--- src/design/smf_pkg.sv ---
// Shared types and constants for the streaming first-match substring search.
// Used by every module of the block; depends on nothing.
package smf_pkg;

    // Needle window size and haystack length limit
    localparam int NEEDLE_MAX   = 16;
    localparam int HAYSTACK_MAX = 65536;
    localparam int COUNT_W      = $clog2(HAYSTACK_MAX + 1);
    localparam int NIDX_W       = $clog2(NEEDLE_MAX);
    localparam int LEN_W        = 5;
    localparam int START_W      = 16;

    // Configuration register indexes
    typedef enum logic [1:0] {
        CFG_NEEDLE_LOW  = 2'd0,
        CFG_NEEDLE_HIGH = 2'd1,
        CFG_NEEDLE_LEN  = 2'd2
    } t_cfg_index;

    // One result request
    typedef struct packed {
        logic               found;
        logic [START_W-1:0] match_start;
        logic               too_long;
    } t_result;

endpackage

--- src/design/smf_cell.sv ---
// One window cell: holds one recent haystack byte, passes it to its neighbor.
// Compares the byte it takes in against its needle byte. Depends on smf_pkg.
module smf_cell
    import smf_pkg::*;
(
    input  logic       i_clk,
    input  logic       i_rst_n,
    input  logic       i_shift,
    input  logic       i_clear,
    input  logic [7:0] i_byte_in,
    input  logic [7:0] i_needle_byte,
    input  logic       i_in_use,
    output logic [7:0] o_byte,
    output logic       o_eq
);

    logic [7:0] r_byte;
    logic [7:0] n_byte;

    // Compare the incoming byte; cells past the needle length always agree
    assign o_eq = !i_in_use || (i_byte_in == i_needle_byte);

    // Take the neighbor's byte on a shift, drop it at the end of a haystack
    always_comb begin
        n_byte = r_byte;
        if (i_clear) begin
            n_byte = 8'd0;
        end else if (i_shift) begin
            n_byte = i_byte_in;
        end
    end

    always_ff @(posedge i_clk) begin
        if (!i_rst_n) begin
            r_byte <= 8'd0;
        end else begin
            r_byte <= n_byte;
        end
    end

    assign o_byte = r_byte;

endmodule

--- src/design/smf_out_buf.sv ---
// Output register with one skid entry for result requests.
// Lets the search take a byte while a result waits. Depends on smf_pkg.
module smf_out_buf
    import smf_pkg::*;
(
    input  logic    i_clk,
    input  logic    i_rst_n,
    input  logic    i_res_valid,
    input  t_result i_res,
    input  logic    i_stall,
    output logic    o_valid,
    output t_result o_res,
    output logic    o_full
);

    logic    r_out_valid;
    logic    n_out_valid;
    t_result r_out;
    t_result n_out;
    logic    r_skid_valid;
    logic    n_skid_valid;
    t_result r_skid;
    t_result n_skid;
    logic    out_free;

    assign out_free = !r_out_valid || !i_stall;

    // Refill the output from the skid entry first, park new requests behind it
    always_comb begin
        n_out_valid  = r_out_valid;
        n_out        = r_out;
        n_skid_valid = r_skid_valid;
        n_skid       = r_skid;
        if (out_free) begin
            if (r_skid_valid) begin
                n_out_valid  = 1'b1;
                n_out        = r_skid;
                n_skid_valid = i_res_valid;
                n_skid       = i_res;
            end else begin
                n_out_valid = i_res_valid;
                n_out       = i_res;
            end
        end else if (i_res_valid) begin
            n_skid_valid = 1'b1;
            n_skid       = i_res;
        end
    end

    always_ff @(posedge i_clk) begin
        if (!i_rst_n) begin
            r_out_valid  <= 1'b0;
            r_skid_valid <= 1'b0;
        end else begin
            r_out_valid  <= n_out_valid;
            r_skid_valid <= n_skid_valid;
        end
    end

    always_ff @(posedge i_clk) begin
        r_out  <= n_out;
        r_skid <= n_skid;
    end

    assign o_valid = r_out_valid;
    assign o_res   = r_out;
    assign o_full  = r_skid_valid;

endmodule

--- src/design/substring_first_match.sv ---
// Top level of the streaming first-match substring search.
// Instantiates the window cell chain and the output buffer; depends on smf_pkg.
//
// Haystack bytes enter one per clock and a result request is registered from
// the byte that causes it: one per haystack, either found with the start offset
// of the first match, not found on the final byte, or too long when a byte
// arrives after 65536 bytes without a match. The window is a chain of 16 byte
// cells that shift on each taken byte of a running search and compare their
// incoming byte against the needle in the same cycle, so the block sustains
// one byte per clock. Input stalls only when both the output register and its
// skid entry hold results. Needle registers may be written whenever no byte is
// in flight; a needle length of zero or above 16 never matches.
module substring_first_match
    import smf_pkg::*;
(
    input  logic               i_clk,
    input  logic               i_rst_n,
    // haystack input channel
    input  logic               i_in_valid,
    output logic               o_in_stall,
    input  logic [7:0]         i_data_byte,
    input  logic               i_last_byte,
    // result output channel
    output logic               o_out_valid,
    input  logic               i_out_stall,
    output logic               o_found,
    output logic [START_W-1:0] o_match_start,
    output logic               o_too_long,
    // configuration write channel
    input  logic               i_cfg_valid,
    output logic               o_cfg_ready,
    input  logic [1:0]         i_cfg_index,
    input  logic [63:0]        i_cfg_data
);

    logic [63:0]        r_needle_low;
    logic [63:0]        r_needle_high;
    logic [LEN_W-1:0]   r_len;
    logic [COUNT_W-1:0] r_count;
    logic [COUNT_W-1:0] n_count;
    logic               r_done;
    logic               n_done;

    logic [7:0]         needle    [NEEDLE_MAX];
    logic [7:0]         win       [NEEDLE_MAX];
    logic [7:0]         shift_in  [NEEDLE_MAX];
    logic [7:0]         needle_sel[NEEDLE_MAX];
    logic [NEEDLE_MAX-1:0] in_use;
    logic [NEEDLE_MAX-1:0] eq;

    logic               in_acc;
    logic               active;
    logic               over;
    logic               shift;
    logic               clear;
    logic               count_ok;
    logic               len_ok;
    logic               match;
    logic [COUNT_W-1:0] count_new;
    logic               res_valid;
    t_result            res;
    t_result            out_res;
    logic               skid_full;

    // Configuration writes are always taken
    assign o_cfg_ready = 1'b1;

    always_ff @(posedge i_clk) begin
        if (!i_rst_n) begin
            r_needle_low  <= 64'd0;
            r_needle_high <= 64'd0;
            r_len         <= '0;
        end else if (i_cfg_valid && o_cfg_ready) begin
            case (i_cfg_index)
                CFG_NEEDLE_LOW:  r_needle_low  <= i_cfg_data;
                CFG_NEEDLE_HIGH: r_needle_high <= i_cfg_data;
                CFG_NEEDLE_LEN:  r_len         <= i_cfg_data[LEN_W-1:0];
                default: begin
                end
            endcase
        end
    end

    // Split the needle registers into bytes
    always_comb begin
        for (int k = 0; k < NEEDLE_MAX; k++) begin
            if (k < 8) begin
                needle[k] = r_needle_low[8*k +: 8];
            end else begin
                needle[k] = r_needle_high[8*(k-8) +: 8];
            end
        end
    end

    // Request handshake and search control
    assign in_acc    = i_in_valid && !o_in_stall;
    assign o_in_stall = skid_full;
    assign count_ok  = r_count < COUNT_W'(HAYSTACK_MAX);
    assign active    = in_acc && !r_done;
    assign over      = active && !count_ok;
    assign shift     = active && count_ok;
    assign clear     = in_acc && i_last_byte;
    assign count_new = r_count + COUNT_W'(1);
    assign len_ok    = (r_len != '0) && (r_len <= LEN_W'(NEEDLE_MAX));
    assign match     = len_ok && (count_new >= COUNT_W'(r_len)) && (&eq);

    // Chain of window cells; cell j compares against needle byte len-1-j
    genvar j;
    generate
        for (j = 0; j < NEEDLE_MAX; j++) begin : g_cell
            logic [LEN_W-1:0] sel_idx;

            if (j == 0) begin : g_head
                assign shift_in[j] = i_data_byte;
            end else begin : g_link
                assign shift_in[j] = win[j-1];
            end

            assign sel_idx       = r_len - LEN_W'(j) - LEN_W'(1);
            assign in_use[j]     = LEN_W'(j) < r_len;
            assign needle_sel[j] = needle[sel_idx[NIDX_W-1:0]];

            smf_cell u_cell (
                .i_clk         (i_clk),
                .i_rst_n       (i_rst_n),
                .i_shift       (shift),
                .i_clear       (clear),
                .i_byte_in     (shift_in[j]),
                .i_needle_byte (needle_sel[j]),
                .i_in_use      (in_use[j]),
                .o_byte        (win[j]),
                .o_eq          (eq[j])
            );
        end
    endgenerate

    // Build the result request for this byte
    always_comb begin
        res       = '0;
        res_valid = 1'b0;
        if (over) begin
            res_valid    = 1'b1;
            res.too_long = 1'b1;
        end else if (shift && match) begin
            res_valid       = 1'b1;
            res.found       = 1'b1;
            res.match_start = START_W'(count_new - COUNT_W'(r_len));
        end else if (shift && i_last_byte) begin
            res_valid = 1'b1;
        end
    end

    // Advance the byte count and search state; drop both at the last byte
    always_comb begin
        n_count = r_count;
        n_done  = r_done;
        if (clear) begin
            n_count = '0;
            n_done  = 1'b0;
        end else begin
            if (shift) begin
                n_count = count_new;
            end
            if (over || (shift && match)) begin
                n_done = 1'b1;
            end
        end
    end

    always_ff @(posedge i_clk) begin
        if (!i_rst_n) begin
            r_count <= '0;
            r_done  <= 1'b0;
        end else begin
            r_count <= n_count;
            r_done  <= n_done;
        end
    end

    smf_out_buf u_out_buf (
        .i_clk       (i_clk),
        .i_rst_n     (i_rst_n),
        .i_res_valid (res_valid),
        .i_res       (res),
        .i_stall     (i_out_stall),
        .o_valid     (o_out_valid),
        .o_res       (out_res),
        .o_full      (skid_full)
    );

    assign o_found       = out_res.found;
    assign o_match_start = out_res.match_start;
    assign o_too_long    = out_res.too_long;

`ifndef SYNTHESIS
    a_skid_behind_out: assert property (@(posedge i_clk) disable iff (!i_rst_n)
        o_in_stall |-> o_out_valid)
        else $error("skid entry holds a result while the output is empty");

    a_count_bound: assert property (@(posedge i_clk) disable iff (!i_rst_n)
        r_count <= COUNT_W'(HAYSTACK_MAX))
        else $error("byte count past the haystack limit");

    a_last_clears: assert property (@(posedge i_clk) disable iff (!i_rst_n)
        (i_in_valid && !o_in_stall && i_last_byte) |=> (r_count == '0 && !r_done))
        else $error("search state not cleared after the last byte");

    a_done_holds_count: assert property (@(posedge i_clk) disable iff (!i_rst_n)
        (r_done && !(i_in_valid && !o_in_stall && i_last_byte)) |=> $stable(r_count))
        else $error("byte count moved after the search ended");
`endif

endmodule
--- config.mk ---
export PLATFORM = sky130hd
export DESIGN_NAME = substring_first_match
export DESIGN_NICKNAME = d
export VERILOG_FILES = /design/src/design/smf_pkg.sv /design/src/design/smf_cell.sv /design/src/design/smf_out_buf.sv /design/src/design/substring_first_match.sv
export SDC_FILE = /design/constraint.sdc
export NUM_CORES = 1
export LEC_CHECK = 0
export BUFFER_PORTS_ARGS = -buffer_cell sky130_fd_sc_hd__buf_2
export CAP_MARGIN = 20
export CORE_MARGIN = 10
export CORE_UTILIZATION = 63
export DETAILED_ROUTE_END_ITERATION = 6
export GPL_ROUTABILITY_DRIVEN = 1
export PLACE_DENSITY = 0.9
export SLEW_MARGIN = 25
export SYNTH_ARGS = -nofsm -noshare
export SYNTH_HDL_FRONTEND = slang
export SYNTH_HIERARCHICAL = 1
export SYNTH_SLANG_ARGS = --single-unit
--- constraint.sdc ---
create_clock -name i_clk -period 6.6 [get_ports i_clk]
set_input_delay 0.66 -clock i_clk [delete_from_list [all_inputs] [get_ports i_clk]]
set_output_delay 0.66 -clock i_clk [all_outputs]
set_load 0.02 [all_outputs]
---- Yosys cells after proc, flatten, opt, wreduce, memory -nomap -nowiden ----
Index checks and enable logic that the tools add are counted.
cells by class
  $add $sub $neg .......................... 32
  $lt $le $gt $ge ......................... 35
  equality and inequality tests ........... 19
  mux-type cells .......................... 62
  bitwise logic cells ..................... 17
  reductions and logical operators ........ 58
operators with widths
  kind                   count
  $bmux 8 s4             16
  $mux 8                 32
  $eq 8x8->1             16
  $ge 5x5->1 const B     16
  $not 4->5              16
  $mux 18                4
  $sub 4x1->4 const B    16
  $lt 4x5->1 const A     8
  $mux 17                2
  $sub 4x4->4 const B    8
  $logic_not 1->1        21
  $lt 3x5->1 const A     4
  $logic_or 1x1->1       18
  $add 17x1->17 const B  1
  $ge 17x5->1            1
  $lt 17x17->1 const B   1
  $reduce_and 16->1      1
  $sub 16x5->16          1
  $sub 4x3->4 const B    4
  $logic_and 1x1->1      10
  $lt 1x5->1 const A     2
  $lt 2x5->1 const A     2
  $mux 1                 8
  $reduce_and 2->1       4
  other kinds (10)       11
word-level totals
  bits in registers ....................... 309
  input bits .............................. 80
  output and inout bits ................... 21
  word-level logic and storage cells ...... 251

---- Longest topological paths before layout ----
  word-level depth ........................ 15
  mapped depth ............................ 24
  mapped depth without buffers ............ 18

---- Cells and area by module ----
Netlist, hierarchy kept.
by module, submodules not included
  module                 instances  cells an instance  area each (µm²)  seq. area each (µm²)
  substring_first_match  1          1285               13877.1          3022.9
  smf_cell               16         38                 380.4            160.2
  smf_out_buf            1          65                 1403.8           1121.1

---- Worst setup path before layout ----
No wires, ideal clock.
  kind .................................... register to register
  start ................................... register r_len[0]
  end ..................................... register u_out_buf/r_skid[0] (netlist name), enable pin
  library setup time ...................... 0.341 ns
  arrival ................................. 5.225 ns
  required time ........................... 6.259 ns
  path slack .............................. 1.034 ns
  cell stages (with the launch flop) ...... 22
  buffers on the path ..................... 8
  clock period less this slack ............ 5.566 ns
  cell sequence ........................... dfxtp_1 buf_2 buf_2 buf_2 buf_1 inv_1 ha_1 clkbuf_1 buf_2 buf_1 mux4_2 mux4_2 xnor2_1 nand4_1 o21ai_1 nand4_1 a311oi_1 o2111ai_1 a41o_4 buf_12 nand2_2 mux2_2
RTL lines
  item                    line                         RTL
  from (decl)             substring_first_match.sv:38  logic [LEN_W-1:0] r_len;
  from (signal assigned)  substring_first_match.sv:77  CFG_NEEDLE_LEN: r_len <= i_cfg_data[LEN_W-1:0];
  to (signal assigned)    smf_out_buf.sv:62            r_skid <= n_skid;
  to (decl)               smf_out_buf.sv:22            t_result r_skid;

==> results.sh <==
export IMPL_status="finished clean"
export IMPL_fmax_ghz=0.172
export IMPL_netlist_instances=1931
export IMPL_first_iter_violations=2400
export IMPL_cts_root_buf="clkbuf_16"
export IMPL_post_place_ws_ns=0.906
export IMPL_antenna_found_initial=1
export IMPL_numPortBuffers=99
export IMPL_mostFrequentLayoutCell="nand2_1"
export IMPL_grt_pass1_vias=15800
export IMPL_grt_pass1_wl_um=104000
export IMPL_dp_cells=2347
export IMPL_min_from="i_cfg_data[63]"
export IMPL_crit_path_start="r_len[0]$_SDFFE_PN0P_"
export IMPL_initial_utilization_pct=64.3
export IMPL_cts_sinks=309
export IMPL_track_usage_pct=33.4
export IMPL_syn_nets=2025
export IMPL_crit_chain="inv_1, ha_4, buf_4, mux4_2, mux2i_1, mux2i_1, xnor2_1, nand4_1, o21ai_1, nand4_1, a311oi_1, o2111ai_1, a41o_4, nand2_2, mux2_2"
export IMPL_critical_path_class="reg2reg"
export IMPL_peakVddDrop_v=0.000221
export IMPL_rr_startpoint="r_len[0]$_SDFFE_PN0P_"
export IMPL_crit_path_top_delay_cell="ha_4"
export IMPL_rsz0062_at_grt="false"
export IMPL_tritoncts="built"
export IMPL_die_area_mm2=0.0412
export IMPL_finalWorstSetupSlack_ns=0.787
export IMPL_report_power_total_mw=4.71
export IMPL_die_w_um=203
export IMPL_post_route_period_util_pct=88.1
export IMPL_num_antenna_cells=0
export IMPL_stdcell_area_mm2=0.0228
export IMPL_total_leakage_power_nw=7.95
export IMPL_hold_viol=0
export IMPL_p_per_area_mw_per_mm2=207
export IMPL_max_cap_viol_count=0
export IMPL_overflow=0
export IMPL_core_mm2=0.0328
export IMPL_via_count=16800
export IMPL_mostFrequentLayoutCells="287 x nand2_1, 270 x dfxtp_1, 238 x mux4_2"
export IMPL_fin_setup_tns_ns=0
export IMPL_area_growth_pct=8.04
export IMPL_post_drt_wl_per_cell_um=28.9
export IMPL_nets=2035
export IMPL_yosys_warnings=6
export IMPL_crit_arrival_ns=5.99
export IMPL_cts_htree_levels=2
export IMPL_fillers=2362
export IMPL_tightest_slew_ns=0.980
export IMPL_stdcell_count=2409
export IMPL_relSlewSlack_pct=34.7
export IMPL_hold_ws_ns=0.382
export IMPL_drc=0
export IMPL_min_path_type="in2reg"
export IMPL_path_max_fanout=40
export IMPL_clk_pin_slew_worst_paths_ns=0.07
export IMPL_drive_gt1_share_pct=24.3
export IMPL_syn_mean_instance_area_um2=10.9
export IMPL_multi_input_area_mm2=0.0137
export IMPL_post_cts_setup_buffers=0
export IMPL_gp_congestion=1.17
export IMPL_slew_violations=0
export IMPL_ant_nets=0
export IMPL_fp_row_count=66
export IMPL_synth_area_mm2=0.0211
export IMPL_clkLatencyLatePin_ns=0.54
export IMPL_endpoint_kind="flop"
export IMPL_setup_viol=0
export IMPL_cts_resized=0
export IMPL_seq_area_mm2=0.00655
export IMPL_routed_via_density=6.96
export IMPL_clock_skew_ns=0.0173
export IMPL_dieHeight_um=203
export IMPL_top_level_ports=101
export IMPL_first_pass_iters=6
export IMPL_min_period_ns=5.81
export IMPL_postCtsHoldBufs=0
export IMPL_crit_family="multiplexers"
export IMPL_routed_wirelength_um=69700
export IMPL_worstPathRequired_ns=6.78
export IMPL_dpl_instance_area_mm2=0.0216
export IMPL_start_kind="flop"
export IMPL_clock_path_buffers=3
export IMPL_grt_max_degree=128
export IMPL_path_buf_inv=2
export IMPL_critPathMaxStageDelay_ns=0.70
export IMPL_final_util_pct=69.4
export IMPL_place_hpwl_um=53400
export IMPL_cts_made_buffers=34
## worst paths after layout
check	endpoint	slack (ns)	depth (start not counted)
hold reg to reg	r_count[1]$_SDFFE_PP0P_	0.50	2
setup reg to reg	u_out_buf/r_skid[15]$_DFFE_PP_	0.79	15
setup / recovery	u_out_buf/r_skid[15]$_DFFE_PP_	0.79	15
hold / removal	r_needle_high[63]$_SDFFE_PN0P_	0.38	3
## power by group
group,total (mW),switching (mW),internal [mW]
clock network,1.92,0.792,1.13
logic,0.774,0.440,0.333
registers,2.01,0.0656,1.95
## area by class of cell
cell class	count	share of cell area [%]
inverters	14	0.253
flip-flops and latches	309	28.8
repair buffers	126	3.19
multi-input cells	1456	60.4
clock buffers	51	4.52
clock inverters	11	0.451
well taps	442	2.43
## per-layer routing
metal  track usage [%]  routed length (µm)  vias up
met5                 0                   0        -
met4              18.0                4610        0
met3              8.06                8130      233
met2              51.3               31600     1172
met1              42.9               25400     8270
li1                  -                   -     7103
## tightest hold or removal path: cells and delay by family
family	cells	cell delay [ns]
simple gates	1	0.04
buf+inv	1	0.10
compound gates	1	0.06
## flip-flops by register name, indices dropped and copies added, names as in the netlist
signal and count:
r_needle_high 64, r_len 5, r_done 1, u_out_buf/r_skid 18
u_out_buf/o_full 1, u_out_buf/o_res 18, r_count 17, u_out_buf/o_valid 1
r_needle_low 64, g_cell.u_cell/o_byte 120
(Power assumes the default switching activity.)
